[src/rtl/core/ncomx_pkg.sv]
`default_nettype none
package ncomx_pkg;

  localparam int SINE_TABLE_BITS = 10;
  localparam int SAMPLE_WIDTH    = 16;

  localparam int TRIG_DEPTH   = 1 << SINE_TABLE_BITS;
  localparam int TRIG_W       = 16;
  localparam int ERR_W        = 32;
  localparam int ACC_W        = 48;
  localparam int CFG_IDX_W    = 2;
  localparam int CFG_DATA_W   = 32;
  localparam int CORDIC_STEPS = 16;
  localparam longint CORDIC_START = 64'sd652032874;

  localparam logic signed [ERR_W-1:0] ONE_Q8  = 32'sd256;
  localparam logic signed [ERR_W-1:0] HALF_Q8 = 32'sd128;

  localparam longint ATAN_TURNS [CORDIC_STEPS] = '{
    536870912, 316933406, 167458907, 85004756, 42667331, 21354465,
    10679838, 5340245, 2670163, 1335087, 667544, 333772,
    166886, 83443, 41722, 20861
  };

  typedef enum logic [CFG_IDX_W-1:0] {
    CFG_P_GAIN       = 2'd0,
    CFG_I_GAIN       = 2'd1,
    CFG_HZ_PER_BIN   = 2'd2,
    CFG_PHASE_PER_HZ = 2'd3
  } cfg_idx_e;

  typedef enum logic {
    KIND_ERR = 1'b0,
    KIND_SMP = 1'b1
  } item_kind_e;

  typedef struct packed {
    logic                           command;
    logic signed [SAMPLE_WIDTH-1:0] sample_re;
    logic signed [SAMPLE_WIDTH-1:0] sample_im;
    logic signed [ERR_W-1:0]        ifo_bins;
    logic signed [ERR_W-1:0]        coarse_error;
    logic signed [ERR_W-1:0]        residual_error;
  } in_word_t;

  typedef struct packed {
    logic signed [SAMPLE_WIDTH-1:0] out_re;
    logic signed [SAMPLE_WIDTH-1:0] out_im;
  } out_word_t;

  typedef struct packed {
    item_kind_e                     kind;
    logic signed [SAMPLE_WIDTH-1:0] re;
    logic signed [SAMPLE_WIDTH-1:0] im;
    logic signed [ERR_W-1:0]        ifo;
    logic signed [ERR_W-1:0]        crs;
    logic signed [ERR_W-1:0]        res;
  } q_entry_t;

  typedef struct packed {
    logic     valid;
    q_entry_t entry;
  } q_head_t;

  typedef enum logic [3:0] {
    B_IDLE, B_EMUL, B_ESEL, B_PMUL, B_PACC, B_SUM, B_MLO, B_MHI, B_STEP,
    B_RMUL, B_ROUT
  } back_state_e;

  typedef logic [2*TRIG_W-1:0] trig_lut_t [TRIG_DEPTH];

  // cos in the upper half, sin in the lower half, by integer CORDIC
  function automatic trig_lut_t build_trig_lut();
    trig_lut_t   lut;
    longint      x;
    longint      y;
    longint      z;
    longint      xs;
    longint      ys;
    logic [31:0] a;
    bit          neg;
    for (int k = 0; k < TRIG_DEPTH; k++) begin
      a   = 32'(k) << (32 - SINE_TABLE_BITS);
      z   = longint'(signed'(a));
      x   = CORDIC_START;
      y   = 0;
      neg = 1'b0;
      if (z > 64'sd1073741824) begin
        z   = z - 64'sd2147483648;
        neg = 1'b1;
      end else if (z < -64'sd1073741824) begin
        z   = z + 64'sd2147483648;
        neg = 1'b1;
      end
      for (int i = 0; i < CORDIC_STEPS; i++) begin
        xs = x >>> i;
        ys = y >>> i;
        if (z >= 0) begin
          x = x - ys;
          y = y + xs;
          z = z - ATAN_TURNS[i];
        end else begin
          x = x + ys;
          y = y - xs;
          z = z + ATAN_TURNS[i];
        end
      end
      if (neg) begin
        x = -x;
        y = -y;
      end
      x = (x + 16384) >>> 15;
      y = (y + 16384) >>> 15;
      if (x > 32767) x = 32767;
      if (x < -32767) x = -32767;
      if (y > 32767) y = 32767;
      if (y < -32767) y = -32767;
      lut[k] = {TRIG_W'(x), TRIG_W'(y)};
    end
    return lut;
  endfunction

  localparam trig_lut_t TRIG_LUT = build_trig_lut();

endpackage
`default_nettype wire

[src/rtl/core/ncomx_front.sv]
`default_nettype none
module ncomx_front (
  input  wire logic                clk_i,
  input  wire logic                rst_ni,
  input  wire logic                in_valid_i,
  output logic                     in_stall_o,
  input  wire ncomx_pkg::in_word_t in_word_i,
  output ncomx_pkg::q_head_t       head_o,
  input  wire logic                pop_i
);
  import ncomx_pkg::*;

  localparam int QD = 2;

  q_entry_t   mem_q [QD];
  logic       wr_ptr_q, wr_ptr_d;
  logic       rd_ptr_q, rd_ptr_d;
  logic [1:0] cnt_q, cnt_d;
  logic       push;
  logic       pop;
  q_entry_t   entry;

  assign in_stall_o = (cnt_q == 2'(QD));
  assign push       = in_valid_i && !in_stall_o;
  assign pop        = pop_i && (cnt_q != 2'd0);

  // classify: keep only what the back end needs for each kind
  always_comb begin
    entry      = '0;
    entry.kind = in_word_i.command ? KIND_SMP : KIND_ERR;
    if (in_word_i.command) begin
      entry.re = in_word_i.sample_re;
      entry.im = in_word_i.sample_im;
    end else begin
      entry.ifo = in_word_i.ifo_bins;
      entry.crs = in_word_i.coarse_error;
      entry.res = in_word_i.residual_error;
    end
  end

  always_comb begin
    wr_ptr_d = push ? ~wr_ptr_q : wr_ptr_q;
    rd_ptr_d = pop ? ~rd_ptr_q : rd_ptr_q;
    cnt_d    = cnt_q + 2'(push) - 2'(pop);
  end

  always_ff @(posedge clk_i or negedge rst_ni) begin
    if (!rst_ni) begin
      wr_ptr_q <= 1'b0;
      rd_ptr_q <= 1'b0;
      cnt_q    <= 2'd0;
    end else begin
      wr_ptr_q <= wr_ptr_d;
      rd_ptr_q <= rd_ptr_d;
      cnt_q    <= cnt_d;
    end
  end

  always_ff @(posedge clk_i) begin
    if (push) begin
      mem_q[wr_ptr_q] <= entry;
    end
  end

  assign head_o.valid = (cnt_q != 2'd0);
  assign head_o.entry = mem_q[rd_ptr_q];

endmodule
`default_nettype wire

[config.mk]
export PLATFORM = sky130hd
export DESIGN_NAME = ncomx_front
export DESIGN_NICKNAME = d
export VERILOG_FILES = /design/src/rtl/core/ncomx_pkg.sv /design/src/rtl/core/ncomx_front.sv
export SDC_FILE = /design/constraint.sdc
export NUM_CORES = 1
export LEC_CHECK = 0
export BUFFER_PORTS_ARGS = -buffer_cell sky130_fd_sc_hd__buf_2
export CAP_MARGIN = 20
export CELL_PAD_IN_SITES_DETAIL_PLACEMENT = 0
export CELL_PAD_IN_SITES_GLOBAL_PLACEMENT = 1
export CORE_UTILIZATION = 44
export DETAILED_ROUTE_END_ITERATION = 12
export PLACE_DENSITY = 0.88
export SLEW_MARGIN = 20
export SYNTH_ARGS = -nofsm -noshare
export SYNTH_HDL_FRONTEND = slang
export SYNTH_SLANG_ARGS = --single-unit
[constraint.sdc]
create_clock -name clk_i -period 8.2 [get_ports clk_i]
set_input_delay 0.82 -clock clk_i [delete_from_list [all_inputs] [get_ports clk_i]]
set_output_delay 0.82 -clock clk_i [all_outputs]
set_load 0.1 [all_outputs]
==> summary.md, run 1 <==
| Metric | Value |
|---|---|
| CTS resizes | 0 |
| Start-to-end type of the worst setup path | reg -> out |
| Vert. Die Dim | 155.6 µm |
| Leading cell type in the layout, fill and taps excluded | sky130_fd_sc_hd__buf_2 |
| Required time at the endpoint of the critical path | 7.38 ns |
| Via count of the first global-routing pass | 5835 |
| Highest achievable clock rate | 0.2444 GHz |
| Total detailed-routing wirelength | 20210 µm |
| Cell count along the critical path | 3 |
| Initial antenna violation count | 1 |
| Final number of max-transition violations | 0 |
| Worst Setup Start Kind | flip-flop |
| Detailed router's first-iteration violation count | 188 |
| Half-perimeter wire length after placement | 12200 µm |
| I/O Buffers | 263 |
| NumNets Final | 967 |
| CTS tree | done |
| Share of post-route cells with drive strength above 1 | 0.5222 |
| Post-synth top area share | 0.7464 |
| Final GP Congestion | 0.7167 |
| Post-synthesis cell type count | 19 |
| Number of synthesis warnings | 0 |
| Cell count after synthesis | 561 |
| Placeable core area | 0.02292 mm² |
| Cell with the largest stage delay on the worst path | sky130_fd_sc_hd__dfrtp_4 |
| Area occupied by registers | 0.007851 mm² |
| Pre-antenna DRT Iters | 6 |
| Clock transition at the registers of the reported paths | 0.06 ns |
| Sum of negative setup slack | 0 ns |
| Most used cells in the layout excluding fill and tap cells | sky130_fd_sc_hd__buf_2, sky130_fd_sc_hd__edfxtp_1, sky130_fd_sc_hd__mux2_2 |
| Maximum number of pins on one net before global-route repair | 73 |
| # hold bufs at CTS | 0 |
| Hold Crit Class | in -> async |
| Worst reg-to-reg path cell count | 3 |
| Average vias per placed instance | 4.777 |
| Element type at the critical path end | primary output |
| First-pass GRT wire length | 30440 µm |
| Max Clock Skew | 0.01511 ns |
| H-Tree Depth | 1 |
| Crit path arrival time | 3.27 ns |
| Clock root buffer master | sky130_fd_sc_hd__clkbuf_16 |
| Result of the run | completed |
| RSZ-0062 raised after global routing | no |
| Total global routing overflow | 0 |
| Library cell occupying the most area in the post-synthesis netlist | sky130_fd_sc_hd__edfxtp_1 |
| Clk buf depth | 3 |
| Average footprint of a synthesized cell | 18.50 µm² |
| Total number of vias | 5579 |
| Hold Fails Final Rpt | 0 |
| I/O pin total | 264 |
| Area occupied by multi-input gates | 0.002374 mm² |
| Source-to-sink clock delay at the later pin of the worst-skew pair | 0.54 ns |
| Cell type group with the largest total delay on the critical path | buffers and inverters |
| Initial Util | 0.4530 |
| Post-Syn Nets | 696 |
| Number of CTS-inserted buffers | 28 |
| Number of filler instances in the final layout | 1821 |
| Area of the die | 0.02421 mm² |
| Total number of placement rows | 55 |
| Seq cells post-synth | 262 |
| Worst Max-Slew Pin Slew | 1.001 ns |
| Buffering stage count on the worst path with inverters included | 2 |
| DR WL/cell | 17.30 µm |
| Min Tclk post-route | 4.092 ns |
| Drc violations | 0 |
| Relative slew margins | 0.3324 |
| Synth area leaders | sky130_fd_sc_hd__edfxtp_1, sky130_fd_sc_hd__mux2_2, sky130_fd_sc_hd__nor2b_1 |
| Global routing usage summed across all routing layers | 0.1641 |
| Remaining number of nets flagged by the antenna check after routing | 0 |
| Clock tree sinks | 262 |
| Total setup violations reported at the end of the flow | 0 |
| X dimension of the die | 155.6 µm |
| Setup fix buffers added after clock tree synthesis | 0 |
| CP max FO | 67 |
| Max Cap Violations | 0 |
| Ordered cell list for the critical path | buf_4 > mux2_2 > buf_2 |
| Final cycle utilization of the critical path | 0.4990 |
| Syn-to-layout area delta | 25.66% |
| CP peak stage delay | 1.03 ns |
| Post-synthesis instance area | 0.01038 mm² |
| Portion of the post-synthesis area used by sequential elements | 0.7560 |
## path summary, 6_finish.rpt
| check | from | end | slack, ns |
|---|---|---|---|
| hold reg to reg | cnt_q[0] | cnt_q[0] | 0.53 |
| min in group clk_i | cnt_q[0] | cnt_q[0] | 0.53 |
| setup / recovery | rd_ptr_q | head_o[12] | 4.11 |
| hold / removal | rst_ni | cnt_q[0] | 0.08 |
| max in group asynchronous | rst_ni | rd_ptr_q | 7.97 |
| setup reg to reg | cnt_q[1] | mem_q[1][99] | 5.54 |
## logic make-up after synthesis
logic type | Yosys count | synth area share
DFF | 262 | 0.7560
muxes | 129 | 0.1399
adders and majority gates | 2 | 0.002410
xor gates and xnor gates | 4 | 0.003376
buffers and inverters | 30 | 0.01651
and+or+nand+nor | 134 | 0.08173
## layout make-up
cell class,count,area share
antenna,1,0.0001918
clock buffer,32,0.05487
clock inverter,20,0.02436
inverter,2,0.0005755
multi-input combinational,269,0.1820
sequential,262,0.6019
tap,313,0.03002
timing repair buffer,269,0.1061
## synth_stat cells, drive strengths merged
library cell and count:
and2b 12, nand2 1, xnor2 3, or2 1, nor2 1, buf 16, and2 33, ha 2
edfxtp 258, nand2b 1, and3 1, dfrtp 4, xor2 1, mux2 129, clkbuf 12, nor2b 84
inv 2
## routing by layer
| metal | vias to the layer above | GRT usage | share of wire |
|---|---|---|---|
| li1 | 2647 | - | - |
| met1 | 2696 | 0.1890 | 0.40 |
| met2 | 188 | 0.2896 | 0.50 |
| met3 | 48 | 0.04611 | 0.070 |
| met4 | 0 | 0.06303 | 0.036 |
| met5 | - | 0 | 0 |
## registers in the layout, indices dropped and copies added, names as in the netlist
register / flops
cnt_q: 2
mem_q: 258
rd_ptr_q: 1
wr_ptr_q: 1
## stage by stage
step,cells,worst slack [ns],hold slack (ns),instance area (µm²),util
floorplan,561,1.308,0.4608,10380,-
global placement,1114,4.659,0.4946,11980,0.5228
detailed placement,1115,4.668,0.5243,12010,0.5240
CTS,1167,4.065,0.05073,13040,0.5691
global route,1168,3.932,0.05939,13040,0.5692
finish,1168,4.108,0.08328,13040,0.5692
Power of run 1 is not shown: default switching activity piles up to over one toggle a cycle in this logic, so the estimate is an artifact.
==> run 2: changes to the inputs <==
ABC_AREA = 1   (was default)
CORE_UTILIZATION = 41   (was 44)
clock period = 4.1 ns   (was 8.2 ns; I/O delays follow)
==> run 2 against run 1 <==
Net effect:
- worst hold slack gained 0.058 ns
- cell count grew 36%
- critical path depth up 2
- register-to-register slack worse by 3.6 ns
- die area rose by 11%
- largest cell class unchanged
- count of clock-buffer cells in the layout grew 4
- design area rose by 0.11%
- core utilization down 5.5 points
- non-clock buffer count rose by 3
- wire length grew 10%
- area after synthesis rose by 3.1%
- critical path type unchanged
==> summary.md, run 2 <==
| Metric | Value |
|---|---|
| Worst Setup Start Kind | flip-flop |
| Number of CTS-inserted buffers | 28 (unchanged) |
| Seq cells post-synth | 262 (unchanged) |
| Vert. Die Dim | 163.6 µm (+5.1%) |
| Most used cells in the layout excluding fill and tap cells | sky130_fd_sc_hd__nand2_1, sky130_fd_sc_hd__buf_2, sky130_fd_sc_hd__edfxtp_1 |
| Area of the die | 0.02676 mm² (+11%) |
| Relative slew margins | 0.3087 (-0.02378) |
| X dimension of the die | 163.6 µm (+5.1%) |
| Highest achievable clock rate | 0.2960 GHz |
| Synth top cells by count | sky130_fd_sc_hd__nand2_1, sky130_fd_sc_hd__edfxtp_1, sky130_fd_sc_hd__inv_1 |
| Maximum number of pins on one net before global-route repair | 100 (+37%) |
| First-pass GRT wire length | 34120 µm (+12%) |
| Max reg flops | 258 (unchanged) |
| Post-route cell area | 0.01306 mm² (+0.11%) |
| RSZ-0062 raised after global routing | no |
| Result of the run | completed |
| Total number of vias | 7164 (+28%) |
| CTS tree | done |
| Pre-antenna DRT Iters | 5 (-1) |
| Remaining number of nets flagged by the antenna check after routing | 0 (unchanged) |
| Worst Max-Slew Pin Slew | 1.037 ns (+0.03567 ns) |
| Cell count after synthesis | 977 (+74%) |
| Post-Syn Nets | 1112 (+60%) |
| Final GP Congestion | 0.7303 (+1.9%) |
| Top register by number of flip-flops | mem_q |
| Via count of the first global-routing pass | 6951 (+19%) |
| Placed cell area | 0.01221 mm² (+1.7%) |
| Share of flip-flops with an asynchronous set or reset | 0.01527 (unchanged) |
| Initial antenna violation count | 2 (+1) |
| Most used standard cell by instance count after synthesis | sky130_fd_sc_hd__nand2_1 |
| Syn-to-layout area delta | 22.00% |
| DR WL/cell | 14.07 µm (-19%) |
| Final cycle utilization of the critical path | 0.8239 |
| Final number of max-transition violations | 0 (unchanged) |
| EDFF count, synth | 258 (unchanged) |
| Required time at the endpoint of the critical path | 3.69 ns (-3.69 ns) |
| NumNets Final | 1371 (+42%) |
| Post-synthesis cell type count | 11 (-8) |
| Portion of the post-synthesis area used by sequential elements | 0.7332 (-0.02280) |
| Share of post-route cells with drive strength above 1 | 0.2466 (-0.2756) |
| Commonest register cell after synthesis | sky130_fd_sc_hd__edfxtp_1 |
| Clock root buffer master | sky130_fd_sc_hd__clkbuf_16 |
| Post-synth top area share | 0.7239 (-0.02251) |
| Min Tclk post-route | 3.378 ns |
| Post-synthesis instance area | 0.01070 mm² (+3.1%) |
| I/O Buffers | 263 (unchanged) |
| Clock transition at the registers of the reported paths | 0.06 ns (about the same) |
| Hold Fails Final Rpt | 0 (unchanged) |
| Setup fix buffers added after clock tree synthesis | 0 (unchanged) |
| Element type at the critical path end | primary output |
| Synth area leaders | sky130_fd_sc_hd__edfxtp_1, sky130_fd_sc_hd__nand2_1, sky130_fd_sc_hd__inv_1 |
| Placeable core area | 0.02540 mm² (+11%) |
| Max Cap Violations | 0 (unchanged) |
| Global routing usage summed across all routing layers | 0.1638 (-0.0002156) |
| Clk buf depth | 3 (unchanged) |
| Average vias per placed instance | 4.520 (-5.4%) |
| Total detailed-routing wirelength | 22300 µm (+10%) |
| Leading cell type in the layout, fill and taps excluded | sky130_fd_sc_hd__nand2_1 |
| Hold Crit Class | in -> reg |
| Total number of placement rows | 58 (+5.5%) |
| Leading registers by flop count | mem_q x258, cnt_q x2 |
| Drc violations | 0 (unchanged) |
| CTS resizes | 0 (unchanged) |
| Total global routing overflow | 0 (unchanged) |
| I/O pin total | 264 (unchanged) |
| Average footprint of a synthesized cell | 10.95 µm² (-41%) |
| Initial Util | 0.4214 (-0.03158) |
| H-Tree Depth | 1 (unchanged) |
| Number of synthesis warnings | 0 (unchanged) |
| Crit path arrival time | 2.97 ns (-0.30 ns) |
| Library cell occupying the most area in the post-synthesis netlist | sky130_fd_sc_hd__edfxtp_1 |
| Source-to-sink clock delay at the later pin of the worst-skew pair | 0.53 ns (about the same) |
| Total setup violations reported at the end of the flow | 0 (unchanged) |
| Half-perimeter wire length after placement | 14050 µm (+15%) |
| Max Clock Skew | 0.009580 ns (-0.005533 ns) |
| Start-to-end type of the worst setup path | reg -> out |
| CP max FO | 66 (-1.5%) |
| Clock tree sinks | 262 (unchanged) |
| Sum of negative setup slack | 0 ns (unchanged) |
| Detailed router's first-iteration violation count | 446 (+140%) |
-- run 2: path summary, 6_finish.rpt --
check                           cells past startpoint  startpoint  slack (ns)       endpoint
worst max-delay path                                5    rd_ptr_q        0.72     head_o[46]
worst min-delay path                                3       pop_i        0.14       rd_ptr_q
worst max register to register                      4    cnt_q[1]        1.91  mem_q[0][127]
worst min register to register                      2    wr_ptr_q        0.47       wr_ptr_q
max in group asynchronous                           2      rst_ni        3.74       rd_ptr_q
min in group asynchronous                           2      rst_ni        0.22       cnt_q[0]
-- run 2: kinds of logic (layout without fill, tap and decap cells) --
kind of cell	Yosys count	count (layout)	share of synthesized area
AND/OR/NAND/NOR	532	532	0.1869
flip-flops	262	262	0.7332
other	0	2	0
adder cells (fa/ha/maj)	2	2	0.002338
buffers and inverters	181	457	0.07751
-- run 2: routing by layer --
metal | part of all wire | routed length (µm) | vias up | GRT usage
li1 | - | - | 3562 | -
met1 | 0.40 | 8999 | 3307 | 0.1953
met2 | 0.51 | 11280 | 253 | 0.2978
met3 | 0.067 | 1490 | 42 | 0.02666
met4 | 0.024 | 535 | 0 | 0.05682
met5 | 0 | 0 | - | 0
-- run 2: critical path, stage by stage (launching register included) --
cell and delay, ns:
sky130_fd_sc_hd__dfrtp_4 0.74, sky130_fd_sc_hd__inv_4 0.60, sky130_fd_sc_hd__buf_12 0.34, sky130_fd_sc_hd__nand2_1 0.08, sky130_fd_sc_hd__nand2_1 0.11, sky130_fd_sc_hd__buf_2 0.44
-- run 2: timing repair --
| action | 4_1_cts | 5_1_grt |
|---|---|---|
| hold buffers | 1 | 0 |
| hold endpoints to repair | 4 | 0 |
| setup endpoints to repair | 0 | 0 |
-- run 2: area by class of cell --
cell class                 count  area, µm²
tap                          330      412.9
clock buffer                  36      752.0
sequential                   262       7851
clock inverter                11      76.32
fill                        2286      12340
inverter                     138      525.5
timing repair buffer         272       1401
antenna                        2      5.005
multi-input combinational    534       2033
-- run 2: stage by stage --
step / hold slack, ns / instances / worst slack [ns] / util
final: 0.1412 / 1585 / 0.7220 / 0.5141
after global routing: 0.1405 / 1584 / 0.4603 / 0.5140
after CTS: 0.1211 / 1583 / 0.6087 / 0.5139
after detailed placement: 0.2248 / 1535 / 1.203 / 0.4809
after global placement: 0.2239 / 1535 / 1.228 / 0.4809
after floorplan: 0.1144 / 977 / 0.5467 / -
Power of run 2 is left out for the same reason.
